`src/sv/sbp_pkg.sv`:
```
// Shared types, constants and the coil table for the stepper bounce positioner.
// No dependencies; every other file refers to it by scoped names.
`default_nettype none

package sbp_pkg;

  localparam int unsigned POS_BITS    = 13;
  localparam int unsigned COIL_PHASES = 4;
  localparam int unsigned CFG_IDX_W   = 3;
  localparam int unsigned CFG_DATA_W  = 16;

  localparam logic [CFG_IDX_W-1:0] CFG_STEP_DELAY  = 3'd0;
  localparam logic [CFG_IDX_W-1:0] CFG_UPWARD_POS  = 3'd1;
  localparam logic [CFG_IDX_W-1:0] CFG_DOWN_POS    = 3'd2;
  localparam logic [CFG_IDX_W-1:0] CFG_BOUNCE_DIST = 3'd3;
  localparam logic [CFG_IDX_W-1:0] CFG_STEP_ENABLE = 3'd4;

  localparam logic [15:0] STEP_DELAY_RST = 16'd1000;
  localparam logic [15:0] TICKS_MAX      = 16'hFFFF;
  localparam logic [1:0]  PHASE_LAST     = 2'(COIL_PHASES - 1);
  localparam logic [3:0]  COILS_OFF      = 4'b0000;

  typedef enum logic [1:0] {
    ACT_TICK    = 2'd0,
    ACT_GO_UP   = 2'd1,
    ACT_GO_DOWN = 2'd2,
    ACT_SET_POS = 2'd3
  } act_e;

  typedef enum logic [3:0] {
    BNC_HI0 = 4'd0,
    BNC_HI1 = 4'd1,
    BNC_HI2 = 4'd2,
    BNC_HI3 = 4'd3,
    BNC_HI4 = 4'd4,
    BNC_LO0 = 4'd5,
    BNC_LO1 = 4'd6,
    BNC_LO2 = 4'd7,
    BNC_LO3 = 4'd8,
    BNC_LO4 = 4'd9
  } bnc_e;

  typedef struct packed {
    logic [15:0] delay_ticks;
    logic [11:0] upward_pos;
    logic [11:0] down_pos;
    logic [9:0]  bounce_dist;
    logic        step_enable;
  } cfg_t;

  typedef struct packed {
    logic [POS_BITS-1:0] current_pos;
    logic [POS_BITS-1:0] target_pos;
    logic                moving_up;
    logic [1:0]          coil_phase;
    logic                phase_ascending;
    bnc_e                bounce;
    logic [15:0]         elapsed;
    logic [3:0]          coil_drive;
  } state_t;

  typedef struct packed {
    logic [3:0]          coils;
    logic [POS_BITS-1:0] position;
    logic                stepped;
    logic                moving;
    logic [3:0]          bounce_phase;
  } result_t;

  function automatic logic [3:0] coil_pattern(input logic [1:0] phase);
    logic [3:0] pat;
    case (phase)
      2'd0:    pat = 4'b1001;
      2'd1:    pat = 4'b0101;
      2'd2:    pat = 4'b0110;
      2'd3:    pat = 4'b1010;
      default: pat = COILS_OFF;
    endcase
    return pat;
  endfunction

endpackage

`default_nettype wire

```
`src/sv/sbp_cfg_regs.sv`:
```
// Configuration register file of the stepper bounce positioner.
// Depends on sbp_pkg for the register indexes and cfg_t.
`default_nettype none

module sbp_cfg_regs (
  input  wire logic                           clk_i,
  input  wire logic                           rst_ni,
  input  wire logic                           cfg_we_i,
  input  wire logic [sbp_pkg::CFG_IDX_W-1:0]  cfg_index_i,
  input  wire logic [sbp_pkg::CFG_DATA_W-1:0] cfg_data_i,
  output sbp_pkg::cfg_t                       cfg_o
);

  sbp_pkg::cfg_t cfg_q;
  sbp_pkg::cfg_t cfg_d;

  always_comb begin
    cfg_d = cfg_q;
    if (cfg_we_i) begin
      case (cfg_index_i)
        sbp_pkg::CFG_STEP_DELAY:  cfg_d.delay_ticks = cfg_data_i;
        sbp_pkg::CFG_UPWARD_POS:  cfg_d.upward_pos  = cfg_data_i[11:0];
        sbp_pkg::CFG_DOWN_POS:    cfg_d.down_pos    = cfg_data_i[11:0];
        sbp_pkg::CFG_BOUNCE_DIST: cfg_d.bounce_dist = cfg_data_i[9:0];
        sbp_pkg::CFG_STEP_ENABLE: cfg_d.step_enable = cfg_data_i[0];
        default: ;
      endcase
    end
  end

  always_ff @(posedge clk_i or negedge rst_ni) begin
    if (!rst_ni) begin
      cfg_q.delay_ticks <= sbp_pkg::STEP_DELAY_RST;
      cfg_q.upward_pos  <= '0;
      cfg_q.down_pos    <= '0;
      cfg_q.bounce_dist <= '0;
      cfg_q.step_enable <= 1'b0;
    end else begin
      cfg_q <= cfg_d;
    end
  end

  assign cfg_o = cfg_q;

endmodule

`default_nettype wire

```
`src/sv/sbp_step_logic.sv`:
```
// Next-state and result logic for one beat: go commands, set position, tick
// timing, coil stepping and the bounce sequence. Depends on sbp_pkg.
`default_nettype none

module sbp_step_logic (
  input  wire sbp_pkg::cfg_t                  cfg_i,
  input  wire sbp_pkg::state_t                state_i,
  input  wire sbp_pkg::act_e                  action_i,
  input  wire logic [sbp_pkg::POS_BITS-1:0]   position_value_i,
  output sbp_pkg::state_t                     state_o,
  output sbp_pkg::result_t                    result_o
);

  localparam int unsigned PB = sbp_pkg::POS_BITS;

  always_comb begin
    sbp_pkg::state_t     st;
    logic [15:0]         ticks;
    logic                stepped;
    logic [PB-1:0]       p;
    logic [11:0]         dist3;
    logic [11:0]         dist3_rnd;
    logic [10:0]         dist15;
    logic [10:0]         dist2;

    st        = state_i;
    stepped   = 1'b0;
    ticks     = state_i.elapsed;
    p         = state_i.current_pos;
    dist3     = 12'(cfg_i.bounce_dist) + 12'({cfg_i.bounce_dist, 1'b0});
    dist3_rnd = dist3 + 12'd1;
    dist15    = dist3_rnd[11:1];
    dist2     = {cfg_i.bounce_dist, 1'b0};

    case (action_i)
      sbp_pkg::ACT_GO_UP: begin
        st.elapsed         = '0;
        st.target_pos      = PB'(cfg_i.upward_pos);
        st.moving_up       = 1'b1;
        st.coil_phase      = '0;
        st.phase_ascending = 1'b0;
        st.bounce          = sbp_pkg::BNC_HI0;
      end
      sbp_pkg::ACT_GO_DOWN: begin
        st.elapsed         = '0;
        st.target_pos      = PB'(cfg_i.down_pos);
        st.moving_up       = 1'b0;
        st.coil_phase      = sbp_pkg::PHASE_LAST;
        st.phase_ascending = 1'b1;
        st.bounce          = sbp_pkg::BNC_LO0;
      end
      sbp_pkg::ACT_SET_POS: begin
        st.current_pos = position_value_i;
      end
      default: begin
        if (cfg_i.step_enable && (state_i.target_pos != state_i.current_pos)) begin
          if (ticks != sbp_pkg::TICKS_MAX) begin
            ticks = ticks + 16'd1;
          end
          st.elapsed = ticks;
          if (ticks >= cfg_i.delay_ticks) begin
            st.elapsed    = '0;
            st.coil_drive = sbp_pkg::coil_pattern(state_i.coil_phase);
            if (state_i.phase_ascending) begin
              st.coil_phase = (state_i.coil_phase == sbp_pkg::PHASE_LAST) ? 2'd0
                            : state_i.coil_phase + 2'd1;
            end else begin
              st.coil_phase = (state_i.coil_phase == 2'd0) ? sbp_pkg::PHASE_LAST
                            : state_i.coil_phase - 2'd1;
            end
            p = state_i.moving_up ? state_i.current_pos + PB'(1)
                                  : state_i.current_pos - PB'(1);
            st.current_pos = p;
            stepped        = 1'b1;
            if (p == state_i.target_pos) begin
              case (state_i.bounce)
                sbp_pkg::BNC_HI0: begin
                  st.bounce          = sbp_pkg::BNC_HI1;
                  st.target_pos      = p - PB'(dist3);
                  st.moving_up       = 1'b0;
                  st.coil_phase      = sbp_pkg::PHASE_LAST;
                  st.phase_ascending = 1'b1;
                end
                sbp_pkg::BNC_HI1, sbp_pkg::BNC_HI3: begin
                  st.bounce          = (state_i.bounce == sbp_pkg::BNC_HI1)
                                     ? sbp_pkg::BNC_HI2 : sbp_pkg::BNC_HI4;
                  st.target_pos      = PB'(cfg_i.upward_pos);
                  st.moving_up       = 1'b1;
                  st.coil_phase      = '0;
                  st.phase_ascending = 1'b0;
                end
                sbp_pkg::BNC_HI2: begin
                  st.bounce          = sbp_pkg::BNC_HI3;
                  st.target_pos      = p - PB'(dist15);
                  st.moving_up       = 1'b0;
                  st.coil_phase      = sbp_pkg::PHASE_LAST;
                  st.phase_ascending = 1'b1;
                end
                sbp_pkg::BNC_LO0: begin
                  st.bounce          = sbp_pkg::BNC_LO1;
                  st.target_pos      = p + PB'(dist2);
                  st.moving_up       = 1'b1;
                  st.coil_phase      = '0;
                  st.phase_ascending = 1'b0;
                end
                sbp_pkg::BNC_LO1, sbp_pkg::BNC_LO3: begin
                  st.bounce          = (state_i.bounce == sbp_pkg::BNC_LO1)
                                     ? sbp_pkg::BNC_LO2 : sbp_pkg::BNC_LO4;
                  st.target_pos      = PB'(cfg_i.down_pos);
                  st.moving_up       = 1'b0;
                  st.coil_phase      = sbp_pkg::PHASE_LAST;
                  st.phase_ascending = 1'b1;
                end
                sbp_pkg::BNC_LO2: begin
                  st.bounce          = sbp_pkg::BNC_LO3;
                  st.target_pos      = p + PB'(cfg_i.bounce_dist);
                  st.moving_up       = 1'b1;
                  st.coil_phase      = '0;
                  st.phase_ascending = 1'b0;
                end
                sbp_pkg::BNC_HI4, sbp_pkg::BNC_LO4: begin
                  st.coil_drive = sbp_pkg::COILS_OFF;
                end
                default: ;
              endcase
            end
          end
        end
      end
    endcase

    state_o               = st;
    result_o.coils        = st.coil_drive;
    result_o.position     = st.current_pos;
    result_o.stepped      = stepped;
    result_o.moving       = (st.target_pos != st.current_pos);
    result_o.bounce_phase = st.bounce;
  end

endmodule

`default_nettype wire

```
`src/sv/stepper_bounce_positioner_top.sv`:
```
// Stepper bounce positioner: an accepted input beat reaches its result beat on the
// output through the input register, then the result register. Throughput one beat
// per cycle unless the output stalls; the state update is one pass of step logic.
// Reset (rst_ni low, asynchronous): position and target 0, moving up, phase 0,
// bounce hi0, timer 0, coils off, step_delay 1000, other config registers 0.
// Depends on sbp_pkg, sbp_cfg_regs and sbp_step_logic.
`default_nettype none

module stepper_bounce_positioner_top (
  input  wire logic                           clk_i,
  input  wire logic                           rst_ni,
  input  wire logic                           cfg_we_i,
  input  wire logic [sbp_pkg::CFG_IDX_W-1:0]  cfg_index_i,
  input  wire logic [sbp_pkg::CFG_DATA_W-1:0] cfg_data_i,
  input  wire logic                           in_valid_i,
  output      logic                           in_stall_o,
  input  wire logic [1:0]                     action_i,
  input  wire logic [sbp_pkg::POS_BITS-1:0]   position_value_i,
  output      logic                           out_valid_o,
  input  wire logic                           out_stall_i,
  output      logic [3:0]                     coils_o,
  output      logic [sbp_pkg::POS_BITS-1:0]   position_o,
  output      logic                           stepped_o,
  output      logic                           moving_o,
  output      logic [3:0]                     bounce_phase_o
);

  sbp_pkg::cfg_t    cfg;
  sbp_pkg::state_t  st_q;
  sbp_pkg::state_t  st_d;
  sbp_pkg::result_t res_d;
  sbp_pkg::result_t res_q;

  logic                          s1_valid_q;
  sbp_pkg::act_e                 s1_action_q;
  logic [sbp_pkg::POS_BITS-1:0]  s1_pos_q;
  logic                          out_valid_q;
  logic                          advance;
  logic                          s1_fire;
  logic                          in_fire;

  sbp_cfg_regs u_cfg (
    .clk_i       (clk_i),
    .rst_ni      (rst_ni),
    .cfg_we_i    (cfg_we_i),
    .cfg_index_i (cfg_index_i),
    .cfg_data_i  (cfg_data_i),
    .cfg_o       (cfg)
  );

  sbp_step_logic u_step (
    .cfg_i            (cfg),
    .state_i          (st_q),
    .action_i         (s1_action_q),
    .position_value_i (s1_pos_q),
    .state_o          (st_d),
    .result_o         (res_d)
  );

  assign advance    = !out_valid_q || !out_stall_i;
  assign s1_fire    = s1_valid_q && advance;
  assign in_stall_o = s1_valid_q && !advance;
  assign in_fire    = in_valid_i && !in_stall_o;

  always_ff @(posedge clk_i or negedge rst_ni) begin
    if (!rst_ni) begin
      s1_valid_q  <= 1'b0;
      out_valid_q <= 1'b0;
    end else begin
      if (!in_stall_o) begin
        s1_valid_q <= in_valid_i;
      end
      if (advance) begin
        out_valid_q <= s1_valid_q;
      end
    end
  end

  always_ff @(posedge clk_i) begin
    if (in_fire) begin
      s1_action_q <= sbp_pkg::act_e'(action_i);
      s1_pos_q    <= position_value_i;
    end
    if (s1_fire) begin
      res_q <= res_d;
    end
  end

  always_ff @(posedge clk_i or negedge rst_ni) begin
    if (!rst_ni) begin
      st_q.current_pos     <= '0;
      st_q.target_pos      <= '0;
      st_q.moving_up       <= 1'b1;
      st_q.coil_phase      <= '0;
      st_q.phase_ascending <= 1'b0;
      st_q.bounce          <= sbp_pkg::BNC_HI0;
      st_q.elapsed         <= '0;
      st_q.coil_drive      <= sbp_pkg::COILS_OFF;
    end else if (s1_fire) begin
      st_q <= st_d;
    end
  end

  assign out_valid_o    = out_valid_q;
  assign coils_o        = res_q.coils;
  assign position_o     = res_q.position;
  assign stepped_o      = res_q.stepped;
  assign moving_o       = res_q.moving;
  assign bounce_phase_o = res_q.bounce_phase;

`ifndef SYNTH
  a_step_moves_position: assert property (@(posedge clk_i) disable iff (!rst_ni)
    s1_fire && res_d.stepped |-> st_d.current_pos != st_q.current_pos)
    else $error("step beat left the position unchanged");

  a_fire_gives_result: assert property (@(posedge clk_i) disable iff (!rst_ni)
    s1_fire |=> out_valid_o)
    else $error("processed beat produced no result");

  a_coil_pattern_legal: assert property (@(posedge clk_i) disable iff (!rst_ni)
    $countones(st_q.coil_drive) == 2 || st_q.coil_drive == sbp_pkg::COILS_OFF)
    else $error("illegal coil drive pattern");
`endif

endmodule

`default_nettype wire
```
`config.mk`:
```
export PLATFORM = sky130hd
export DESIGN_NAME = stepper_bounce_positioner_top
export DESIGN_NICKNAME = d
export VERILOG_FILES = /design/src/sv/sbp_pkg.sv /design/src/sv/sbp_cfg_regs.sv /design/src/sv/sbp_step_logic.sv /design/src/sv/stepper_bounce_positioner_top.sv
export SDC_FILE = /design/constraint.sdc
export NUM_CORES = 1
export LEC_CHECK = 0
export BUFFER_PORTS_ARGS = -buffer_cell sky130_fd_sc_hd__buf_4
export CAP_MARGIN = 20
export CELL_PAD_IN_SITES_DETAIL_PLACEMENT = 0
export CELL_PAD_IN_SITES_GLOBAL_PLACEMENT = 2
export CORE_UTILIZATION = 28
export CTS_CLUSTER_SIZE = 8
export DETAILED_ROUTE_END_ITERATION = 6
export GPL_TIMING_DRIVEN = 0
export PLACE_DENSITY = 0.71
export SLEW_MARGIN = 20
export SYNTH_ARGS = -nofsm -noshare
export SYNTH_HDL_FRONTEND = slang
export SYNTH_SLANG_ARGS = --single-unit
```
`constraint.sdc`:
```
create_clock -name clk_i -period 14 [get_ports clk_i]
set_input_delay 1.4 -clock clk_i [delete_from_list [all_inputs] [get_ports clk_i]]
set_output_delay 1.4 -clock clk_i [all_outputs]
set_load 0.01 [all_outputs]
```
Word-level counts from Yosys, hierarchy flattened
Cells that the tools add are included.
{"block": "totals", "ff_bits": 145, "out_inout_bits": 25, "wordCells": 109}
{"block": "op_classes", "addsub": 11, "n_lt_le_gt_ge": 1, "eq_ne": 23, "muxes": 20, "bitwise_logic": 2, "n_reduce_logical": 30}
{"operator": "$pmux W21 S6", "count": 1}
{"operator": "$pmux W37 S3", "count": 1}
{"operator": "$mux W54", "count": 2}
{"operator": "$mux W16", "count": 3}
{"operator": "$ne A13 B13 Y1", "count": 2}
{"operator": "$pmux W13 S2", "count": 1}
{"operator": "$mux W21", "count": 1}
{"operator": "$add A16 B1 Y16 const B", "count": 1}
{"operator": "$eq A4 B3 Y1 const B", "count": 4}
{"operator": "$ge A16 B16 Y1", "count": 1}
{"operator": "$mux W4", "count": 4}
{"operator": "$ne A16 B16 Y1 const B", "count": 1}
{"operator": "$pmux W4 S4", "count": 1}
{"operator": "$add A13 B1 Y13 const B", "count": 1}
{"operator": "$add A13 B10 Y13", "count": 1}
{"operator": "$add A13 B11 Y13", "count": 1}
{"operator": "$eq A13 B13 Y1", "count": 1}
{"operator": "$mux W13", "count": 1}
{"operator": "$sub A13 B1 Y13 const B", "count": 1}
{"operator": "$sub A13 B11 Y13", "count": 1}
{"operator": "$sub A13 B12 Y13", "count": 1}
{"operator": "$add A10 B11 Y12", "count": 1}
{"operator": "$add A12 B1 Y12 const B", "count": 1}
{"operator": "$reduce_and A2 Y1", "count": 5}
{"operator": "28 further kinds", "count": 49}

Logic depth before layout (Yosys ltp)
{"block": "logic_depth", "ltp_word": 9, "mapped_depth": 27}

Cells and area by module
From an unflattened synthesis, not the netlist that was laid out.
{"block": "unflattened", "hier_cells": 1281, "area_unflattened_um2": 12152.9}
{"mod": "sbp_step_logic", "n_inst": 1, "cells_per_inst": 1010, "area_each_um2": 6710.2, "seq_area_each_um2": 0.0}
{"mod": "stepper_bounce_positioner_top", "n_inst": 1, "cells_per_inst": 160, "area_each_um2": 3488.3, "seq_area_each_um2": 2543.7}
{"mod": "sbp_cfg_regs", "n_inst": 1, "cells_per_inst": 111, "area_each_um2": 1954.4, "seq_area_each_um2": 1283.7}

Worst setup path before layout
No wires, ideal clock.
{"block": "synth_timing", "kind": "register -> register", "from": "reg st_q[10] in the netlist's numbering", "to": "reg res_q (netlist bit moving_o), data pin", "arrival_ps": 5108, "required_ps": 13734, "slack_ps": 8625, "path_stages_with_launch": 27, "n_path_buf": 2, "period_less_slack_ps": 5375, "path_cell_list": "dfrtp_1 > clkbuf_1 > nand3_1 > or2_2 > nor3_1 > and2_1 > nand3_1 > or2_2 > clkbuf_1 > and2_1 > nand3_1 > nor2_1 > nand3_1 > xnor2_1 > ha_1 > nand4_1 > nor2_1 > nand4_1 > o221ai_1 > o211ai_1 > nor4b_4 > nand2_1 > a31oi_1 > mux2i_1 > o2111ai_1 > nor4_1 > nand3b_1"}
{"element": "start: declaration", "line": "stepper_bounce_positioner_top.sv:29", "text": "sbp_pkg::state_t st_q;"}
{"element": "start signal: assignment", "line": "stepper_bounce_positioner_top.sv:100", "text": "st_q <= st_d;"}
{"element": "end signal: assignment", "line": "stepper_bounce_positioner_top.sv:85", "text": "res_q <= res_d;"}
{"element": "end: declaration", "line": "stepper_bounce_positioner_top.sv:32", "text": "sbp_pkg::result_t res_q;"}

==> metrics <==
maxcap violations 0; CP Data Arrival Time ~7.3 ns; Final Hold Fails 0; RSZ-0062 raised after global routing no; Nets ~1500; Critical Path Sink Type flop; # DRC 0; Final period util 51.2%; dominant cell type by area after synthesis dfrtp_1; HP Start st_q[3]; met1 Track Usage GR 26.7%; Slowest cell on crit path o221ai_2; Placeable Area approximately 41000 um^2; commonest register cell after synthesis dfrtp_1; # IOs 64; async set or reset register ratio after synthesis between 70% and 80%; Power per Cell Area ~220 nW/um^2; GRT Total Usage between 10% and 20%; worst vdd ir 0.000111 V; clock skew between 0.008 and 0.009 ns; Post-synth EDFFs 38; fraction of layout cells with a size suffix above 1 13.6%; Final min period roughly 7.2 ns; Clk pin slew, worst setup/hold paths around 0.070 ns; worst-skew pair later-pin latency 0.44 ns; r2r startpoint st_q[10]; Lkg Pwr ~5.5 nW; max incr delay on CP about 0.65 ns; type of the most critical hold path flop to flop; Yosys top cell area share between 20% and 30%; dpl hpwl 32800 um; kind of critical path flop to flop; CTS root buffer clkbuf_16; synth warn 0; die area about 42000 um^2; area grow syn2layout 15.0%; Post CTS Setup Buffer Count 0; CTS tree built; # hold bufs at CTS 0; status finished, final reports clean; global route total overflow 0; initial core utilization between 20 and 30%; Rel. slew slack between 20% and 30%; vias in the first global route between 10000 and 15000; Slew Viols, Final 0; total CTS buffers 17; row count between 70 and 80; WL/cell 21.2 um; Routed Antenna Nets 0; Vias per Instance about 5.4; GR Layer Usage met3 ~2.9%; Achievable Freq 140 MHz; Crit Path Max Fanout 10; routability congestion estimate from global placement 0.981; Worst Path Buf+Inv 3; post-synthesis cell count roughly 1300; CTS Buffer Depth 2; syn_nets approximately 1400; syn_area_per_cell 8.90 um^2; largest cells by area after synthesis dfrtp_1, edfxtp_1, ha_1; first-pass GRT wire length 62900 um; met2 Track Usage GR 32.8%; Worst setup SP type flop; DIE WIDTH 206 um; most frequent CP cell nand3_1; H-tree Lvls 4; DR iter-0 viols between 800 and 900; CP delay by family, top simple AND/OR/NAND/NOR gates; initial antenna violation count 0; critical path startpoint st_q[10]; Worst Tran Pin Value roughly 1.1 ns; die extent in y 206 um; GR peak layer met2; #FFs+latches synth between 100 and 150; # clock sinks 145; setup TNS 0 ns; DRT Wirelength between 40000 and 50000 um; PortBufs 63; register area share after synthesis between 30% and 40%; post-layout util 32.7%; Initial DRT Pass Iterations 6; largest net degree at the start of global routing 74; ant diodes 0; vias post-DR 10400; Final Setup Violations 0; Worst Path Required approximately 14 ns; post-cts sizing count 0; Post-Syn Area approximately 12000 um^2; Distinct cells, synth 94
==> sequential cells by signal, summed over array words and instances (netlist names) <==
name and count:
position_o 13, s1_valid_q 1, s1_pos_q 13, s1_action_q 2
bounce_phase_o 4, coils_o 4, out_valid_o 1, moving_o 1
st_q 54, u_cfg.cfg_o 51, stepped_o 1
==> per-stage QoR <==
| stage | setup WS [ns] | instance area (um^2) | power (mW) | hold WS (ns) | instances |
|---|---|---|---|---|---|
| after floorplan | 8.63 | 11600 | 1.91 | 0.446 | 1305 |
| after global placement | 6.49 | 12800 | 2.45 | 0.458 | 1900 |
| after detailed placement | 6.96 | 12800 | 2.44 | 0.463 | 1902 |
| after CTS | 6.96 | 13400 | 2.89 | 0.480 | 1934 |
| after global routing | 6.51 | 13400 | 3.11 | 0.511 | 1934 |
| final | 6.83 | 13400 | 2.89 | 0.477 | 1934 |
==> tightest hold or removal path: stages (launching register included) <==
cell	delay, ns
dfrtp_1	0.34
nand2_1	0.05
nand2_1	0.05
==> logic make-up after synthesis <==
| group | Yosys count | synth area share [%] |
|---|---|---|
| compound gates | 361 | 22.1 |
| mux | 61 | 5.73 |
| fa+ha+maj | 76 | 8.44 |
| flops | 145 | 32.9 |
| xor+xnor | 99 | 8.08 |
| buf+inv | 128 | 4.49 |
| simple gates | 435 | 18.2 |
==> cell type report <==
class	count	area [um^2]
fillers	4342	27600
well taps	532	666
clock buffers	19	447
repair buffers	65	524
multi-input cells	1032	7280
inverters	60	225
plain buffers	68	298
clock inverters	13	101
flip-flops and latches	145	3830
==> final timing paths <==
check	to	slack, ns	depth (start not counted)
hold / removal	st_q[3]	0.48	2
max in group asynchronous	u_cfg.cfg_o[42]	12.38	2
setup / recovery	moving_o	6.83	27
hold reg to reg	st_q[3]	0.48	2
min in group asynchronous	s1_valid_q	0.86	1
setup reg to reg	moving_o	6.83	27
==> layer usage <==
layer,vias up,wire [um]
met3,58,1740
met4,0,1050
met1,5106,19000
li1,4998,-
met5,-,0
met2,235,19300
==> cells in the mapped netlist (5+ instances only) <==
library cell,instances
nand2_1,139
nor2_1,102
dfrtp_1,100
o21ai_0,86
ha_1,72
inv_1,58
xnor2_1,58
a21oi_1,52
clkbuf_1,52
mux2_2,44
edfxtp_1,38
nand3_1,38
xor2_1,35
nor3_1,31
a211oi_1,23
and2_1,17
mux2i_1,17
o211ai_1,15
a21o_1,14
nor2b_1,14
a221oi_1,13
a22oi_1,13
a31oi_1,13
and3_1,13
o21a_1,13
nand2b_1,12
nand4_1,12
o221ai_1,12
a32o_1,11
or3_1,11
buf_2,8
nor3b_1,8
o31ai_1,8
or2_2,8
a211o_1,7
a222oi_1,7
a22o_1,7
dfstp_2,7
a221o_1,5
nand3b_1,5
nor4_1,5
o21bai_1,5
==> power by group <==
group | switching, mW | internal, mW | total, mW
Clock | 0.200 | 0.236 | 0.435
Combinational | 1.13 | 0.732 | 1.86
Sequential | 0.0864 | 0.507 | 0.594
Total | 1.42 | 1.48 | 2.89
==> cells in the final DEF (no fill, tap or decap), types with 14 or more instances in the layout <==
cell         n
a211oi_1    23
a21o_1      14
a21oi_1     52
and2_1      17
buf_4       64
clkbuf_1    52
clkbuf_16   17
dfrtp_1    100
edfxtp_1    38
ha_1        72
inv_1       58
mux2_2      44
mux2i_1     17
nand2_1    139
nand3_1     38
nor2_1     102
nor2b_1     14
nor3_1      31
o211ai_1    15
o21ai_0     86
xnor2_1     58
xor2_1      35
No activity file was read; power rests on OpenSTA's default activity.
